File: config.mk
export PLATFORM = sky130hd
export DESIGN_NAME = tiled_rgba8_texture_detiler
export DESIGN_NICKNAME = d
export VERILOG_FILES = /design/src/sv/trd_pkg.sv /design/src/sv/trd_ram.sv /design/src/sv/tiled_rgba8_texture_detiler.sv
export SDC_FILE = /design/constraint.sdc
export NUM_CORES = 1
export LEC_CHECK = 0
export BUFFER_PORTS_ARGS = -buffer_cell sky130_fd_sc_hd__buf_2
export CAP_MARGIN = 5
export CELL_PAD_IN_SITES_DETAIL_PLACEMENT = 0
export CELL_PAD_IN_SITES_GLOBAL_PLACEMENT = 2
export CORE_ASPECT_RATIO = 0.6
export CORE_MARGIN = 2
export CORE_UTILIZATION = 45
export DETAILED_ROUTE_END_ITERATION = 10
export GPL_ROUTABILITY_DRIVEN = 1
export PLACE_DENSITY = 0.87
export REMOVE_ABC_BUFFERS = 1
export SETUP_SLACK_MARGIN = 0.5
export SYNTH_ARGS = -nofsm -noshare
export SYNTH_HDL_FRONTEND = slang
export SYNTH_SLANG_ARGS = --single-unit
File: constraint.sdc
create_clock -name clk -period 7.6 [get_ports clk]
set_input_delay 0 -clock clk [delete_from_list [all_inputs] [get_ports clk]]
set_output_delay 0 -clock clk [all_outputs]
set_load 0.1 [all_outputs]
File: src/sv/trd_pkg.sv
`timescale 1ns / 1ps
// Package for the tiled RGBA8 texture detiler: geometry constants,
// request payload types and the sequencer state type. No dependencies.
package trd_pkg;

    localparam int IMAGE_SIDE    = 64;
    localparam int HEADER_BYTES  = 16;

    localparam int TILE_BYTES    = 64;
    localparam int TILE_PIXELS   = 16;
    localparam int TILES_PER_ROW = IMAGE_SIDE / 4;
    localparam int TILE_COUNT    = TILES_PER_ROW * TILES_PER_ROW;

    localparam int POS_W = $clog2(HEADER_BYTES + TILE_COUNT * TILE_BYTES + 1);
    localparam int TXY_W = (TILES_PER_ROW > 1) ? $clog2(TILES_PER_ROW) : 1;
    localparam int PIX_W = $clog2(TILE_PIXELS);

    typedef struct packed {
        logic [7:0] byte_value;
        logic       start_flag;
    } byte_req_t;

    typedef struct packed {
        logic [31:0] pixel_rgba;
        logic [11:0] pixel_index;
        logic        tile_last;
        logic        image_last;
    } pixel_req_t;

    typedef enum logic [1:0] {
        ST_ACCEPT = 2'b01,
        ST_DRAIN  = 2'b10
    } state_t;

endpackage

File: src/sv/trd_ram.sv
`timescale 1ns / 1ps
// Generic simple dual-port RAM: one write port, one read port with
// registered read data that holds while no read is issued. No dependencies.
module trd_ram #(
    parameter int WIDTH = 32,
    parameter int DEPTH = 16
) (
    input  logic                     clk,
    input  logic                     we,
    input  logic [$clog2(DEPTH)-1:0] waddr,
    input  logic [WIDTH-1:0]         wdata,
    input  logic                     re,
    input  logic [$clog2(DEPTH)-1:0] raddr,
    output logic [WIDTH-1:0]         rdata
);

    logic [WIDTH-1:0] mem [DEPTH];
    logic [WIDTH-1:0] rdata_reg;

    always_ff @(posedge clk)
    begin
        if (we)
        begin
            mem[waddr] <= wdata;
        end
        if (re)
        begin
            rdata_reg <= mem[raddr];
        end
    end

    assign rdata = rdata_reg;

endmodule

File: src/sv/tiled_rgba8_texture_detiler.sv
`timescale 1ns / 1ps
// Top level of the tiled RGBA8 texture detiler.
// Depends on trd_pkg and trd_ram (16 x 32 tile pixel store).
//
// Usage:
//   byte channel  : byte_valid / byte_stall / byte_data, one file byte per
//                   request; start_flag marks the first header byte.
//   pixel channel : pixel_valid / pixel_stall / pixel_data, one RGBA pixel
//                   per request with its linear index and tile/image marks.
//   Bytes are taken one per cycle while a tile is being filled. The last
//   byte of a tile starts a drain of the 16 pixels from the tile store, one
//   store read per cycle while the pixel channel does not stall; byte_stall
//   stays high until the last pixel has left the store read register. After
//   the last tile byte is taken, the state register enters the drain, then
//   the store read register and the output register take the first pixel.
//   Alpha/red pairs are written to the store directly; green/blue pairs
//   read back the stored half and write the merged word.
//   Reset clears position, tile counters, image-done flag and all valids;
//   the store needs no clearing. A stall on the pixel channel holds the
//   output register and backs up the drain, which then holds byte_stall.
//   Bytes after the final tile are taken and dropped until the next start.
module tiled_rgba8_texture_detiler (
    input  logic               clk,
    input  logic               rst_n,
    input  logic               byte_valid,
    output logic               byte_stall,
    input  trd_pkg::byte_req_t  byte_data,
    output logic               pixel_valid,
    input  logic               pixel_stall,
    output trd_pkg::pixel_req_t pixel_data
);

    localparam logic [trd_pkg::POS_W-1:0] HDR = trd_pkg::POS_W'(trd_pkg::HEADER_BYTES);
    localparam logic [trd_pkg::TXY_W-1:0] TXY_LAST =
        trd_pkg::TXY_W'(trd_pkg::TILES_PER_ROW - 1);
    localparam logic [trd_pkg::PIX_W-1:0] PIX_LAST =
        trd_pkg::PIX_W'(trd_pkg::TILE_PIXELS - 1);

    trd_pkg::state_t state_reg, state_next;
    logic [trd_pkg::POS_W-1:0] pos_reg, pos_next;
    logic                      done_reg, done_next;
    logic [trd_pkg::TXY_W-1:0] tx_reg, tx_next, ty_reg, ty_next;
    logic [trd_pkg::TXY_W-1:0] drain_tx_reg, drain_tx_next, drain_ty_reg, drain_ty_next;
    logic [trd_pkg::PIX_W-1:0] drain_k_reg, drain_k_next, rd_k_reg, rd_k_next;
    logic                      issuing_reg, issuing_next;
    logic                      rdv_reg, rdv_next;
    logic [7:0]                pair_reg, pair_next;
    logic                      out_valid_reg, out_valid_next;
    trd_pkg::pixel_req_t       out_reg, out_next;

    logic                      accept, load;
    logic [trd_pkg::POS_W-1:0] pos_eff, d;
    logic                      done_eff;
    logic [trd_pkg::TXY_W-1:0] tx_eff, ty_eff;
    logic [5:0]                off;
    logic                      we, re;
    logic [trd_pkg::PIX_W-1:0] waddr, raddr;
    logic [31:0]               wdata, rdata;
    logic [31:0]               row_w, col_w, idx_w;

    trd_ram #(
        .WIDTH(32),
        .DEPTH(trd_pkg::TILE_PIXELS)
    ) u_tile_ram (
        .clk  (clk),
        .we   (we),
        .waddr(waddr),
        .wdata(wdata),
        .re   (re),
        .raddr(raddr),
        .rdata(rdata)
    );

    assign accept      = byte_valid && !byte_stall;
    assign byte_stall  = (state_reg != trd_pkg::ST_ACCEPT);
    assign load        = rdv_reg && (!out_valid_reg || !pixel_stall);
    assign pixel_valid = out_valid_reg;
    assign pixel_data  = out_reg;

    assign pos_eff  = byte_data.start_flag ? '0 : pos_reg;
    assign done_eff = byte_data.start_flag ? 1'b0 : done_reg;
    assign tx_eff   = byte_data.start_flag ? '0 : tx_reg;
    assign ty_eff   = byte_data.start_flag ? '0 : ty_reg;
    assign d        = pos_eff - HDR;
    assign off      = d[5:0];

    assign row_w = (32'(drain_ty_reg) * 32'd4) + 32'(rd_k_reg[3:2]);
    assign col_w = (32'(drain_tx_reg) * 32'd4) + 32'(rd_k_reg[1:0]);
    assign idx_w = row_w * 32'(trd_pkg::IMAGE_SIDE) + col_w;

    always_comb
    begin
        state_next     = state_reg;
        pos_next       = pos_reg;
        done_next      = done_reg;
        tx_next        = tx_reg;
        ty_next        = ty_reg;
        drain_tx_next  = drain_tx_reg;
        drain_ty_next  = drain_ty_reg;
        drain_k_next   = drain_k_reg;
        rd_k_next      = rd_k_reg;
        issuing_next   = issuing_reg;
        rdv_next       = rdv_reg;
        pair_next      = pair_reg;
        out_valid_next = out_valid_reg;
        out_next       = out_reg;
        we             = 1'b0;
        waddr          = off[4:1];
        wdata          = {byte_data.byte_value, 16'h0000, pair_reg};
        re             = 1'b0;
        raddr          = off[4:1];

        unique case (state_reg)
            trd_pkg::ST_ACCEPT:
            begin
                if (accept)
                begin
                    pos_next  = pos_eff;
                    done_next = done_eff;
                    tx_next   = tx_eff;
                    ty_next   = ty_eff;
                    if (!done_eff)
                    begin
                        pos_next = pos_eff + 1'b1;
                        if (pos_eff >= HDR)
                        begin
                            if (!off[0])
                            begin
                                pair_next = byte_data.byte_value;
                                re        = off[5];
                            end
                            else
                            begin
                                we = 1'b1;
                                if (off[5])
                                begin
                                    wdata = {rdata[31:24], pair_reg,
                                             byte_data.byte_value, rdata[7:0]};
                                end
                            end
                            if (off == 6'(trd_pkg::TILE_BYTES - 1))
                            begin
                                state_next    = trd_pkg::ST_DRAIN;
                                drain_k_next  = '0;
                                issuing_next  = 1'b1;
                                drain_tx_next = tx_eff;
                                drain_ty_next = ty_eff;
                                if (tx_eff == TXY_LAST)
                                begin
                                    tx_next = '0;
                                    if (ty_eff == TXY_LAST)
                                    begin
                                        done_next = 1'b1;
                                    end
                                    else
                                    begin
                                        ty_next = ty_eff + 1'b1;
                                    end
                                end
                                else
                                begin
                                    tx_next = tx_eff + 1'b1;
                                end
                            end
                        end
                    end
                end
            end
            trd_pkg::ST_DRAIN:
            begin
                raddr = drain_k_reg;
                if (issuing_reg && (!rdv_reg || load))
                begin
                    re        = 1'b1;
                    rd_k_next = drain_k_reg;
                    if (drain_k_reg == PIX_LAST)
                    begin
                        issuing_next = 1'b0;
                    end
                    else
                    begin
                        drain_k_next = drain_k_reg + 1'b1;
                    end
                end
                if (!issuing_reg && !rdv_reg)
                begin
                    state_next = trd_pkg::ST_ACCEPT;
                end
            end
            default:
            begin
                state_next = trd_pkg::ST_ACCEPT;
            end
        endcase

        // hold the read data until the output register takes it
        if (re && (state_reg == trd_pkg::ST_DRAIN))
        begin
            rdv_next = 1'b1;
        end
        else if (load)
        begin
            rdv_next = 1'b0;
        end

        if (load)
        begin
            out_valid_next         = 1'b1;
            out_next.pixel_rgba    = rdata;
            out_next.pixel_index   = idx_w[11:0];
            out_next.tile_last     = (rd_k_reg == PIX_LAST);
            out_next.image_last    = (rd_k_reg == PIX_LAST) && (drain_tx_reg == TXY_LAST)
                                     && (drain_ty_reg == TXY_LAST);
        end
        else if (!pixel_stall)
        begin
            out_valid_next = 1'b0;
        end
    end

    always_ff @(posedge clk or negedge rst_n)
    begin
        if (!rst_n)
        begin
            state_reg     <= trd_pkg::ST_ACCEPT;
            pos_reg       <= '0;
            done_reg      <= 1'b0;
            tx_reg        <= '0;
            ty_reg        <= '0;
            drain_k_reg   <= '0;
            issuing_reg   <= 1'b0;
            rdv_reg       <= 1'b0;
            out_valid_reg <= 1'b0;
        end
        else
        begin
            state_reg     <= state_next;
            pos_reg       <= pos_next;
            done_reg      <= done_next;
            tx_reg        <= tx_next;
            ty_reg        <= ty_next;
            drain_k_reg   <= drain_k_next;
            issuing_reg   <= issuing_next;
            rdv_reg       <= rdv_next;
            out_valid_reg <= out_valid_next;
        end
    end

    always_ff @(posedge clk)
    begin
        drain_tx_reg <= drain_tx_next;
        drain_ty_reg <= drain_ty_next;
        rd_k_reg     <= rd_k_next;
        pair_reg     <= pair_next;
        out_reg      <= out_next;
    end

endmodule
== Word level (Yosys, flattened, before mapping) ==
Memory sizes are Yosys's and may differ from the RTL's. A register that Yosys moved wholly into a read port is not among the register bits.
Index checks and enable logic that the tools add are counted.

* Bits in registers: 99
* Bits in writable memories: 512
* Input port bits: 13
* Output and inout port bits: 48
* Word-level logic and storage cells: 134
* Memories: 1

{| class="wikitable"
|+ Memories
! name !! words !! width !! read ports !! clocked after memory_dff !! wr ports !! RTL line !! RTL
|-
| u_tile_ram.mem || 16 || 32 || 1 || 1 || 1 || trd_ram.sv:17 || <nowiki>logic [WIDTH-1:0] mem [DEPTH];</nowiki>
|}

* Add/subtract/negate cells: 8
* Magnitude comparators: 1
* Equal/unequal tests: 19
* Multiplexer cells: 63
* Bitwise logic cells: 2
* Reduce and logical (&&, ||, !) cells: 23

{| class="wikitable"
|+ Operator list
! cell !! number
|-
| $mux 32 || 6
|-
| $mux 4 || 18
|-
| $mux 15 || 2
|-
| $mux 1 || 28
|-
| $eq 4x4->1 const B || 6
|-
| $ne 2x2->1 const B || 8
|-
| $add 15x1->15 const B || 1
|-
| $ge 15x5->1 const B || 1
|-
| $reduce_and 5->1 || 3
|-
| $reduce_and 7->1 || 2
|-
| $add 12x7->12 || 1
|-
| $add 4x1->4 const B || 3
|-
| $mux 2 || 5
|-
| $pmux 4 s2 || 1
|-
| $add 6x2->7 || 1
|-
| $logic_and 1x1->1 || 7
|-
| $add 6x2->6 || 1
|-
| $eq 6x6->1 const B || 1
|-
| $sub 6x5->6 const B || 1
|-
| $logic_not 1->1 || 5
|-
| $ne 2x1->1 const B || 2
|-
| $pmux 1 s2 || 2
|-
| $pmux 2 s2 || 1
|-
| $reduce_and 2->1 || 2
|-
| 5 further kinds || 8
|}

== Logic depth before layout (Yosys ltp) ==
* Word-level depth: 9
* Mapped depth: 12
* Depth with buffers taken out: 9

== Modules after synthesis ==
Synthesis repeated with hierarchy kept, for this count alone.

* Cells, all modules: 1207
* Area total of the unflattened synthesis: 24733.7 um2

{| class="wikitable"
|+ Modules (own cells, without submodules)
! module !! instances !! cells each !! area an instance (um2) !! seq. area each (um2)
|-
| trd_ram || 1 || 838 || 20155.6 || 16335.7
|-
| tiled_rgba8_texture_detiler || 1 || 369 || 4578.1 || 2808.9
|}

== Worst setup path after synthesis ==
No wires, ideal clock.

* Path type: in2reg
* Start: in byte_data[0] (netlist name)
* End: mem u_tile_ram.mem[15][0], enable pin
* Setup time: 0.513 ns
* Arrival time: 5.142 ns
* Data required time: 7.087 ns
* Setup slack: 1.945 ns
* Stages: 10
* Buffers on the path: 4
* Path through: buf_2 -> clkbuf_1 -> clkbuf_1 -> nand2b_1 -> ha_1 -> o211ai_1 -> a211o_1 -> or2_1 -> buf_2 -> nor4b_1

* Cells in the longest elaborated chain, start to end: 9
* Elaborated cells on any way between the ends: 11
* Those cells by class: add/sub: 1; order compare: 1; mux: 9

{| class="wikitable"
|+ Ends and longest elaborated chain
! item !! RTL line !! RTL
|-
| start, declared || tiled_rgba8_texture_detiler.sv:27 || <nowiki>input trd_pkg::byte_req_t byte_data,</nowiki>
|-
| $mux 15 || tiled_rgba8_texture_detiler.sv:80 || <nowiki>assign pos_eff = byte_data.start_flag ? '0 : pos_reg;</nowiki>
|-
| $sub 6x5->6 || tiled_rgba8_texture_detiler.sv:84 || <nowiki>assign d = pos_eff - HDR;</nowiki>
|-
| $mux 1 || tiled_rgba8_texture_detiler.sv:127 || <nowiki>if (!off[0])</nowiki>
|-
| $mux 1 || tiled_rgba8_texture_detiler.sv:125 || <nowiki>if (pos_eff >= HDR)</nowiki>
|-
| $mux 1 || tiled_rgba8_texture_detiler.sv:122 || <nowiki>if (!done_eff)</nowiki>
|-
| $mux 1 || tiled_rgba8_texture_detiler.sv:116 || <nowiki>if (accept)</nowiki>
|-
| $mux 1 || tiled_rgba8_texture_detiler.sv:113 || <nowiki>unique case (state_reg)</nowiki>
|-
| $mux 1 || trd_ram.sv:22 || <nowiki>if (we)</nowiki>
|-
| $mux 1 (implied by the code) || trd_ram.sv:24 || <nowiki>mem[waddr] <= wdata;</nowiki>
|-
| end, declared || trd_ram.sv:17 ||
|}

Parallel ways exist; a longest one is shown, timed or not.

== Worst setup path in the final report ==
* Start: reg pos_reg[4] (netlist name)
* End: mem u_tile_ram.mem[9][7], enable pin

* Cells in the longest elaborated chain, start to end: 8
* Elaborated cells on any way between the ends: 9
* Those cells by class: add/sub: 1; order compare: 1; mux: 7

{| class="wikitable"
|+ Ends and longest elaborated chain
! item !! RTL line !! RTL
|-
| start, declared || tiled_rgba8_texture_detiler.sv:40 || <nowiki>logic [trd_pkg::POS_W-1:0] pos_reg, pos_next;</nowiki>
|-
| start signal, assigned || tiled_rgba8_texture_detiler.sv:238 || <nowiki>pos_reg <= pos_next;</nowiki>
|-
| $mux 15 (*) || tiled_rgba8_texture_detiler.sv:80 ||
|-
| $ge 15x5->1 || tiled_rgba8_texture_detiler.sv:125 ||
|-
| $mux 1 || tiled_rgba8_texture_detiler.sv:125 ||
|-
| $mux 1 || tiled_rgba8_texture_detiler.sv:122 ||
|-
| $mux 1 || tiled_rgba8_texture_detiler.sv:116 ||
|-
| $mux 1 || tiled_rgba8_texture_detiler.sv:113 ||
|-
| $mux 1 || trd_ram.sv:22 ||
|-
| $mux 1 (implied by the code) || trd_ram.sv:24 ||
|}

Every way passes the cells marked *; elsewhere a longest branch is shown, timed or not.

==> results.py <==
metrics = {
    "yosys": {
        "synthCells": 1600,
        "synth_edf_count": 610,
        "netlist_area_um2": 25400,
        "ys_seq_area_share_pct": 75.2,
        "ys_ff_latch": 643,
        "async_flop_share_pct": 5.13,
        "syn_area_per_cell_um2": 15.9,
        "yosysTopAreaCell": "edfxtp_1",
        "synth_cell_types": 64,
        "synth.most_common_cell": "edfxtp_1",
        "yosysWarnings": 0,
        "yosys-top-cells-area": "edfxtp_1 (72%), mux4_2 (5.7%), nand3_1 (3.4%)",
        "synthTopCellsByCount": "edfxtp_1 (610), nand3_1 (171), o21ai_0 (136), a21oi_1 (131), nand2_1 (102)",
        "synth_ff_type": "edfxtp_1",
        "synth_top_area_share_pct": 72.0,
    },
    "worst_setup_path": {
        "critical_path_cell_count": 8,
        "cp.required_ps": 7830,
        "path_cells": "nand2b_1 > inv_1 > ha_1 > o211ai_1 > a211o_1 > or2_1 > nor3_2 > buf_4",
        "startpoint_type": "flip-flop",
        "crit_type": "flip-flop to flip-flop",
        "crit_family": "simple AND/OR/NAND/NOR gates",
        "cp_max_fo": 23,
        "cp_num_buf_inv": 2,
        "critPathMaxStageDelay_ps": 880,
        "crit_arrival_ps": 4610,
        "rr_worst_depth": 8,
        "critical_path.endpoint_type": "flip-flop",
        "cp_slowest_cell": "nor3_2",
    },
    "global_route": {
        "grt_max_degree": 89,
        "grt_pass1_wl_um": 92800,
        "overflow": 0,
        "grt_pass1_vias": 14170,
        "antenna_found_initial": 3,
        "gr-usage-all-layers_pct": 21.1,
    },
    "drt": {
        "wl_met3_um": 5700,
        "firstDrtPassIters": 5,
        "drt-met1-wl_um": 27900,
        "first_iter_violations": 1781,
        "highest_layer": "met5",
        "via_per_inst": 5.92,
        "vias": 14603,
        "routed_wl_um": 62000,
        "met2WireLength_um": 27100,
        "wl_per_cell_um": 25.1,
        "postRouteAntennaNets": 0,
        "drc_errors": 0,
    },
    "timing": {
        "clock_skew_ps": 18.4,
        "grt_setup_unrepaired": "no",
        "timing.final.crit_period_ps": 4380,
        "whs_ps": 59.6,
        "setup_viol": 0,
        "fmax_mhz": 228,
        "finalCritPeriodShare_pct": 57.7,
        "max-slew-margin-rel_pct": 23.2,
        "worst_slew_pin_slew_ps": 1140,
        "slew_violations": 0,
        "hold_violations": 0,
    },
    "pwr": {
        "leakage_nw": 9.46,
        "vdd_drop_max_uv": 226,
        "totalPowerFinal_mw": 7.46,
        "seqPwrFrac_pct": 53.0,
        "p_clk_share_pct": 40.5,
        "comb_power_share_pct": 6.5,
        "internal_power_mw": 5.82,
        "switching_power_mw": 1.65,
        "power_density_nw_per_um2": 259,
        "p_sw_share_pct": 22.1,
    },
    "final_layout": {
        "stdcell_count": 2466,
        "drive_gt1_share_pct": 17.5,
        "fillCellCount": 4533,
        "final_nets": 1683,
        "syn_to_final_growth_pct": 13.1,
        "regArea_um2": 19100,
        "fin_util_pct": 51.6,
        "largest_register_ffs": 512,
        "multi_input_area_um2": 6000,
    },
    "die": {
        "die_w_um": 311,
        "initial_core_util_pct": 45.6,
        "die_h_um": 188,
        "io_pins": 61,
        "dieArea_um2": 58500,
        "core_area_um2": 55800,
        "num_rows": 67,
    },
    "job": {
        "cap_violations": 0,
    },
    "placed_design": {
        "place_inst": 2347,
        "io_buffers": 60,
        "gp_congestion": 0.781,
        "dp_hpwl_um": 32000,
    },
    "clock_tree": {
        "htreeDepth": 2,
        "cts_buffers": 57,
        "clk_latency_ps": 600,
        "clk_pin_slew_ps": 60,
        "clock_sinks": 643,
        "max-clock-path-buffers": 3,
        "cts_resized": 0,
        "ctsRootBufferMaster": "clkbuf_16",
        "tritoncts": "yes",
    },
    "outcome": {
        "status": "finished clean",
    },
    "min_path": {
        "hp-class": "primary input to async pin",
    },
}
==> placed cells by master, fill, tap and decap left out, drive strengths merged, types with 26 or more instances in the layout <==
master	count
mux4	64
clkbuf	62
nor4	39
a21oi	131
dfrtp	32
nand3	171
nand2	102
clkinv	26
buf	95
o21ai	137
edfxtp	610
==> routing by layer <==
layer | global-route usage (%) | vias to the layer above
li1 | - | 6402
met1 | 32.6 | 7456
met2 | 30.9 | 654
met3 | 4.52 | 89
met4 | 4.63 | 2
met5 | 0 | -
==> layout make-up <==
type / count / area share [%]
clock inverter: 44 / 1.74
antenna: 1 / 0.00869
timing repair buffer: 107 / 2.37
clock buffer: 62 / 5.02
tap: 759 / 3.30
multi-input combinational: 834 / 20.8
sequential: 643 / 66.5
inverter: 16 / 0.209
==> power by group through the flow <==
stage               Clock, mW  Combinational (mW)  Sequential [mW]
floorplan                   0               0.344             4.02
global placement            0               0.471             4.03
detailed placement          0               0.483             4.03
CTS                      3.07               0.489             3.95
global route             3.21               0.537             3.96
finish                   3.02               0.489             3.95
==> logic make-up after synthesis <==
family,after synthesis,synth area share (%)
multiplexers,91,6.82
adder cells (fa/ha/maj),11,0.541
AND/OR/NAND/NOR,418,8.56
buffers and inverters,123,2.08
AO/OA/AOI/OAI,307,6.52
flip-flops,643,75.2
XOR/XNOR,7,0.241
==> what timing repair did <==
action,CTS,global route
buffers inserted,0,0
endpoints found under the hold margin,76,0
hold buffers,12,0
==> worst reg2reg max path: cells and delay by family, from the launching register on <==
kind                       cells  cell delay (ps)
DFF                            1              730
buffers and inverters          2              870
AOI/OAI and AO/OA              2              540
and+or+nand+nor                3             1700
adders and majority gates      1              180
==> worst paths after layout <==
| check | startpoint | end | slack, ps |
|---|---|---|---|
| min in group clk | byte_data[7] | pair_reg[6] | 190 |
| max in group asynchronous | rst_n | drain_k_reg[2] | 7010 |
| max reg2reg | pos_reg[4] | u_tile_ram.mem[9][7] | 3220 |
| min | rst_n | pos_reg[14] | 60 |
| min reg2reg | u_tile_ram.rdata[23] | pixel_data[37] | 420 |
| max | pos_reg[4] | u_tile_ram.mem[9][7] | 3220 |
==> through the flow <==
step                cell area (µm²)  TNS (ps)  setup slack [ps]
global placement              26700         0              3420
CTS                           28800         0              3250
detailed placement            26700         0              3240
finish                        28800         0              3220
floorplan                     25000    -82740             -2590
global route                  28800         0              2960
No activity file was read; power rests on OpenSTA's default activity.
